===== src/rtl/iame_pkg.sv =====
package iame_pkg;

    // Field widths of the stream words.
    localparam int SYM_W    = 8;
    localparam int VALUE_W  = 32;
    localparam int STATUS_W = 2;
    localparam int BAD_W    = 8;

    localparam int IN_DATA_W  = 8;
    localparam int OUT_FIELDS = VALUE_W + STATUS_W + BAD_W;
    localparam int OUT_DATA_W = ((OUT_FIELDS + 7) / 8) * 8;

    // Parameter defaults.
    localparam int DEF_MAX_NESTING = 16;
    localparam int DEF_VALUE_BITS  = 32;

    // Characters of the expression alphabet.
    localparam logic [SYM_W-1:0] SYM_END   = 8'h00;
    localparam logic [SYM_W-1:0] SYM_PLUS  = 8'h2B;
    localparam logic [SYM_W-1:0] SYM_STAR  = 8'h2A;
    localparam logic [SYM_W-1:0] SYM_OPEN  = 8'h28;
    localparam logic [SYM_W-1:0] SYM_CLOSE = 8'h29;
    localparam logic [SYM_W-1:0] SYM_ZERO  = 8'h30;
    localparam logic [SYM_W-1:0] SYM_NINE  = 8'h39;

    // Result status codes.
    localparam logic [STATUS_W-1:0] ST_OK    = 2'd0;
    localparam logic [STATUS_W-1:0] ST_TOKEN = 2'd1;
    localparam logic [STATUS_W-1:0] ST_END   = 2'd2;
    localparam logic [STATUS_W-1:0] ST_DEEP  = 2'd3;

endpackage


===== src/rtl/infix_add_mul_evaluator.sv =====
// Evaluates an infix expression of single decimal digits, '+', '*' and parentheses, fed one
// character per word on the slave stream and closed by a zero byte. '*' binds tighter than
// '+', and arithmetic wraps modulo 2^VALUE_BITS. At the closing zero byte one result word is
// sent: the value (low 32 bits, zero-extended when narrower) with status 0, or zero with the
// first error seen (1 unexpected token with the offending character, 2 unexpected end,
// 3 nesting deeper than MAX_NESTING); characters after an error are dropped until the zero
// byte. A new word is accepted each cycle while the result register is empty or being drained.
// Saved levels live in a one-port memory with a registered read; the innermost saved level
// is kept in registers, and a ')' fetches the next one so that a following ')' finds it
// ready. The worst path is a ')' that adds the inner sum and product and multiplies by the
// saved product. No clearing pass is needed after reset.
module infix_add_mul_evaluator #(
    parameter int MAX_NESTING = iame_pkg::DEF_MAX_NESTING,
    parameter int VALUE_BITS  = iame_pkg::DEF_VALUE_BITS
) (
    input  logic                            i_clk,
    input  logic                            i_rst_n,
    input  logic                            i_s_tvalid,
    output logic                            o_s_tready,
    input  logic [iame_pkg::IN_DATA_W-1:0]  i_s_tdata,   // [7:0] symbol
    output logic                            o_m_tvalid,
    input  logic                            i_m_tready,
    output logic [iame_pkg::OUT_DATA_W-1:0] o_m_tdata    // [31:0] value, [33:32] status,
                                                         // [41:34] bad_symbol
);
    import iame_pkg::*;

    localparam int DW = $clog2(MAX_NESTING + 1);
    localparam int AW = (MAX_NESTING > 1) ? $clog2(MAX_NESTING) : 1;
    localparam int VB = VALUE_BITS;

    // Level state.
    logic [VB-1:0]       r_sum, n_sum;
    logic [VB-1:0]       r_prod, n_prod;
    logic                r_want, n_want;
    logic [DW-1:0]       r_depth, n_depth;
    logic [STATUS_W-1:0] r_err, n_err;
    logic [SYM_W-1:0]    r_err_sym, n_err_sym;

    // Innermost saved level, either in registers or in the memory read register.
    logic [VB-1:0] r_top_sum, n_top_sum;
    logic [VB-1:0] r_top_prod, n_top_prod;
    logic          r_top_mem, n_top_mem;
    logic [2*VB-1:0] r_rd_data;
    logic [2*VB-1:0] mem [MAX_NESTING];

    logic [VB-1:0] top_sum, top_prod;
    logic          push, pop_rd;
    logic [AW-1:0] wr_addr, rd_addr;
    logic [DW-1:0] depth_m1, depth_m2;

    // Result register.
    logic                r_out_valid;
    logic [VALUE_W-1:0]  r_out_value, n_out_value;
    logic [STATUS_W-1:0] r_out_status, n_out_status;
    logic [BAD_W-1:0]    r_out_bad, n_out_bad;
    logic                out_load;

    logic             accept;
    logic [SYM_W-1:0] sym;
    logic [VB-1:0]    total;
    logic [VB-1:0]    digit;
    logic [63:0]      total_wide;

    assign o_s_tready = !r_out_valid || i_m_tready;
    assign accept     = i_s_tvalid && o_s_tready;
    assign sym        = i_s_tdata[SYM_W-1:0];

    assign top_sum  = r_top_mem ? r_rd_data[2*VB-1:VB] : r_top_sum;
    assign top_prod = r_top_mem ? r_rd_data[VB-1:0]    : r_top_prod;

    assign total      = r_sum + r_prod;
    assign total_wide = 64'(total);
    assign digit      = VB'(sym - SYM_ZERO);
    assign depth_m1   = r_depth - DW'(1);
    assign depth_m2   = r_depth - DW'(2);
    assign wr_addr    = depth_m1[AW-1:0];
    assign rd_addr    = depth_m2[AW-1:0];

    always_comb begin
        n_sum        = r_sum;
        n_prod       = r_prod;
        n_want       = r_want;
        n_depth      = r_depth;
        n_err        = r_err;
        n_err_sym    = r_err_sym;
        n_top_sum    = r_top_sum;
        n_top_prod   = r_top_prod;
        n_top_mem    = r_top_mem;
        push         = 1'b0;
        pop_rd       = 1'b0;
        out_load     = 1'b0;
        n_out_value  = '0;
        n_out_status = r_err;
        n_out_bad    = r_err_sym;

        if (accept) begin
            if (r_err != ST_OK) begin
                // Characters after an error are dropped until the zero byte.
                out_load = (sym == SYM_END);
            end else if (r_want) begin
                if (sym == SYM_OPEN) begin
                    if (r_depth >= DW'(MAX_NESTING)) begin
                        n_err = ST_DEEP;
                    end else begin
                        push       = (r_depth != '0);
                        n_top_sum  = r_sum;
                        n_top_prod = r_prod;
                        n_top_mem  = 1'b0;
                        n_depth    = r_depth + DW'(1);
                        n_sum      = '0;
                        n_prod     = VB'(1);
                    end
                end else if (sym >= SYM_ZERO && sym <= SYM_NINE) begin
                    n_prod = VB'(r_prod * digit);
                    n_want = 1'b0;
                end else if (sym == SYM_END) begin
                    n_err = ST_END;
                end else begin
                    n_err     = ST_TOKEN;
                    n_err_sym = sym;
                end
            end else begin
                if (sym == SYM_STAR) begin
                    n_want = 1'b1;
                end else if (sym == SYM_PLUS) begin
                    n_sum  = total;
                    n_prod = VB'(1);
                    n_want = 1'b1;
                end else if (sym == SYM_CLOSE) begin
                    if (r_depth == '0) begin
                        n_err     = ST_TOKEN;
                        n_err_sym = sym;
                    end else begin
                        n_depth   = depth_m1;
                        n_sum     = top_sum;
                        n_prod    = VB'(top_prod * total);
                        // Fetch the next saved level for a following ')'.
                        pop_rd    = (r_depth >= DW'(2));
                        n_top_mem = 1'b1;
                    end
                end else if (sym == SYM_END) begin
                    if (r_depth != '0) begin
                        n_err = ST_END;
                    end else begin
                        out_load = 1'b1;
                    end
                end else begin
                    n_err     = ST_TOKEN;
                    n_err_sym = sym;
                end
            end

            if (sym == SYM_END) begin
                out_load     = 1'b1;
                n_out_status = n_err;
                n_out_bad    = n_err_sym;
                n_out_value  = (n_err == ST_OK) ? total_wide[VALUE_W-1:0] : '0;
                // Start the next expression afresh.
                n_sum     = '0;
                n_prod    = VB'(1);
                n_want    = 1'b1;
                n_depth   = '0;
                n_err     = ST_OK;
                n_err_sym = '0;
            end
        end
    end

    always_ff @(posedge i_clk) begin
        if (!i_rst_n) begin
            r_sum       <= '0;
            r_prod      <= VB'(1);
            r_want      <= 1'b1;
            r_depth     <= '0;
            r_err       <= ST_OK;
            r_err_sym   <= '0;
            r_top_mem   <= 1'b0;
            r_out_valid <= 1'b0;
        end else begin
            r_sum     <= n_sum;
            r_prod    <= n_prod;
            r_want    <= n_want;
            r_depth   <= n_depth;
            r_err     <= n_err;
            r_err_sym <= n_err_sym;
            r_top_mem <= n_top_mem;
            if (out_load) begin
                r_out_valid <= 1'b1;
            end else if (i_m_tready) begin
                r_out_valid <= 1'b0;
            end
        end
    end

    always_ff @(posedge i_clk) begin
        r_top_sum  <= n_top_sum;
        r_top_prod <= n_top_prod;
        if (out_load) begin
            r_out_value  <= n_out_value;
            r_out_status <= n_out_status;
            r_out_bad    <= n_out_bad;
        end
    end

    // Saved-level memory: the innermost level moves here when a deeper one opens.
    always_ff @(posedge i_clk) begin
        if (push) begin
            mem[wr_addr] <= {top_sum, top_prod};
        end
        if (pop_rd) begin
            r_rd_data <= mem[rd_addr];
        end
    end

    assign o_m_tvalid = r_out_valid;
    assign o_m_tdata  = OUT_DATA_W'({r_out_bad, r_out_status, r_out_value});

endmodule


===== config.mk =====
export PLATFORM = sky130hd
export DESIGN_NAME = infix_add_mul_evaluator
export DESIGN_NICKNAME = d
export VERILOG_FILES = /design/src/rtl/iame_pkg.sv /design/src/rtl/infix_add_mul_evaluator.sv
export SDC_FILE = /design/constraint.sdc
export NUM_CORES = 2
export LEC_CHECK = 0
export ABC_AREA = 1
export CAP_MARGIN = 30
export CORE_ASPECT_RATIO = 1.2
export CORE_UTILIZATION = 45
export CTS_BUF_LIST = sky130_fd_sc_hd__clkbuf_8
export CTS_CLUSTER_SIZE = 24
export DETAILED_ROUTE_END_ITERATION = 12
export DONT_BUFFER_PORTS = 1
export RECOVER_POWER = 50
export REMOVE_ABC_BUFFERS = 1
export SLEW_MARGIN = 10
export SYNTH_ARGS = -nofsm -noshare
export SYNTH_HDL_FRONTEND = slang
export SYNTH_SLANG_ARGS = --single-unit

===== constraint.sdc =====
create_clock -name i_clk -period 10.4 [get_ports i_clk]
set_input_delay 2.08 -clock i_clk [delete_from_list [all_inputs] [get_ports i_clk]]
set_output_delay 2.08 -clock i_clk [all_outputs]
set_load 0.01 [all_outputs]

==> results.sh <==
export IMPL_drive_gt1_frac=0.07175
export IMPL_holdBufCountCts=0
export IMPL_cts_tree="done"
export IMPL_cp_slowest_stage_delay_ps=720
export IMPL_peakVddDrop_uv=124.5
export IMPL_synthCells=7189
export IMPL_p_per_area_mw_per_mm2=147.6
export IMPL_synth_seq_area_share=0.4980
export IMPL_syn_area_mm2=0.07529
export IMPL_cts_buffers=197
export IMPL_syn2layout_area_growth_pct=8.404
export IMPL_gp_congestion=0.9980
export IMPL_cp_slowest_cell="clkbuf_1"
export IMPL_failed_checks="max-capacitance violations, max-slew violations"
export IMPL_worstPathRequired_ps=11210
export IMPL_yosys_area_top_type="edfxtp_1"
export IMPL_netlist_area_leader_share=0.4762
export IMPL_hold_viol=0
export IMPL_fp_dieW_um=375.4
export IMPL_route_detailed_wl_per_inst_um=26.47
export IMPL_cts_root_buf="clkbuf_8"
export IMPL_timing_hold_worst_path_depth=0
export IMPL_r2r_cells=30
export IMPL_routed_wl_um=251500
export IMPL_max_freq_ghz=0.1010
export IMPL_cap_violations=6
export IMPL_fin_hold_ws_ps=476.7
export IMPL_max_slew_margin_rel=-1.862
export IMPL_synth_ff_latch_count=1276
export IMPL_async_reset_ff_frac=0
export IMPL_synth_most_common_cell="edfxtp_1"
export IMPL_dp_cells=9116
export IMPL_start_kind="register"
export IMPL_skew_ps=89.59
export IMPL_first_global_vias=55060
export IMPL_ys_flop_type="edfxtp_1"
export IMPL_io_pins=62
export IMPL_status="complete, but fails checks"
export IMPL_htreeDepth=4
export IMPL_hold_path_class="reg -> reg"
export IMPL_drv_slew=280
export IMPL_antenna_found_initial=18
export IMPL_synth_edff_count=1194
export IMPL_cts_sinks=1276
export IMPL_end_kind="register"
export IMPL_grt_usage=0.2989
export IMPL_hpwlAfterDp_um=167200
export IMPL_finalNetCount=7998
export IMPL_dp_slack_ps=998.4
export IMPL_ant_nets=0
export IMPL_cts_buffer_depth=3
export IMPL_yosys_top_cells_area="edfxtp_1, fa_1, nand2_1"
export IMPL_postCtsSetupBuffers=0
export IMPL_port_buffers=0
export IMPL_start_util=0.4530
export IMPL_drt_iter0_drc=5956
export IMPL_rsz0062_at_grt="false"
export IMPL_period_share=0.9519
export IMPL_drc=0
export IMPL_die_area_mm2=0.1690
export IMPL_crit_arrival_ps=10710
export IMPL_crit_top_cell="fa_1"
export IMPL_core_area_mm2=0.1662
export IMPL_worst_pin_slew_ps=4293
export IMPL_synth_distinct_cells=68
export IMPL_yosys_warnings=0
export IMPL_via_per_inst=5.776
export IMPL_grt_pass1_wl_um=369200
export IMPL_grt_max_degree=147
export IMPL_placementRows=164
export IMPL_grt_overflow_total=0
export IMPL_synth_area_per_cell_um2=10.47
export IMPL_min_period_ps=9900
export IMPL_finalSetupViolCount=0
export IMPL_die_h_um=450.1
export IMPL_cts_resized_gates=0
export IMPL_fin_cells=9499
export IMPL_p_total_mw=12.04
export IMPL_clkLatencyLatePin_ps=1000
export IMPL_crit_fanout=26
export IMPL_clk_pin_slew_ps=60
export IMPL_yosys_top_cells_count="edfxtp_1, nand2_1, nor2_1"
export IMPL_drt_pass1_iterations=12
export IMPL_fin_tns_setup_ps=0
export IMPL_path_class="reg -> reg"
export IMPL_leakage_nw=32.83
export IMPL_fin_ws_ps=499.9
export IMPL_num_vias=54860
[worst paths after layout]
path	from	endpoint	slack (ps)
worst min register to register	r_sum[0]	r_top_sum[0]	480
worst max-delay path	r_top_mem	r_prod[30]	500
worst min-delay path	r_sum[0]	r_top_sum[0]	480
worst max register to register	r_top_mem	r_prod[30]	500
[metal layers]
layer | track usage | vias to the layer above | part of all wire | wire length (um)
met2 | 0.4879 | 2564 | 0.48 | 120100
met1 | 0.3849 | 27770 | 0.39 | 97730
li1 | - | 23960 | - | -
met4 | 0.1336 | 8 | 0.048 | 11960
met3 | 0.05994 | 559 | 0.086 | 21590
met5 | 0 | - | 0.00022 | 56
[sequential cells by signal, indices dropped and copies added, names as in the netlist]
signal and count:
r_top_sum 32, r_depth 5, mem 1024, r_out_status 2
r_out_bad 8, r_top_mem 1, o_m_tvalid 1, r_want 1
r_top_prod 32, r_err 2, r_err_sym 8, r_rd_data 64
r_out_value 32, r_prod 32, r_sum 32
[worst max-delay path, delay by kind of cell, from the launching register on]
family | cells | cell delay [ps]
AND/OR/NAND/NOR | 8 | 1330
buffers and inverters | 8 | 2630
flip-flops | 1 | 610
adder cells (fa/ha/maj) | 9 | 4490
AO/OA/AOI/OAI | 5 | 610
[cells by family (layout without fill, tap and decap cells)]
| family | after synthesis | in the layout | share of synthesized area |
|---|---|---|---|
| buf+inv | 1338 | 1475 | 0.06800 |
| flops | 1276 | 1276 | 0.4980 |
| simple gates | 2476 | 2476 | 0.1335 |
| fa+ha+maj | 821 | 821 | 0.1952 |
| other cells | 1 | 16 | 0.00004981 |
| compound gates | 1221 | 1221 | 0.09834 |
| xor+xnor | 56 | 56 | 0.006913 |
[cell usage in the layout (no fill, tap or decap), types with 31 or more instances in the layout]
cell,count
inv_1,999
buf_4,99
edfxtp_1,1194
dfxtp_1,80
nor2_1,922
nand2_1,1192
nand3_1,170
o22ai_1,59
xor2_1,31
clkbuf_1,49
fa_1,589
ha_1,232
o211ai_1,80
o221ai_1,206
or2_2,44
a21oi_1,168
clkbuf_8,204
o21ai_0,614
clkinv_1,42
[metrics by stage]
stage                     instance area (um2)    util
after floorplan                         73750       -
after global placement                  77800  0.4681
after detailed placement                77980  0.4692
after CTS                               81710  0.4916
after global routing                    81600  0.4910
final                                   81620  0.4911
[area by class of cell]
class,count,area (um2)
timing repair buffer,163,1279
tap,2158,2700
clock inverter,161,918.4
sequential,1276,37500
multi-input combinational,4580,32810
antenna,10,25.02
clock buffer,204,2808
inverter,947,3576
fill,15290,84590
[report_power, final]
group / internal [mW] / leakage (nW) / switching (mW) / total, mW
clock network: 2.01 / 2.21 / 2.05 / 4.06
registers: 5.61 / 11.7 / 0.0332 / 5.64
logic: 0.758 / 19.0 / 1.59 / 2.35
Power figures use the tool's default switching activity.
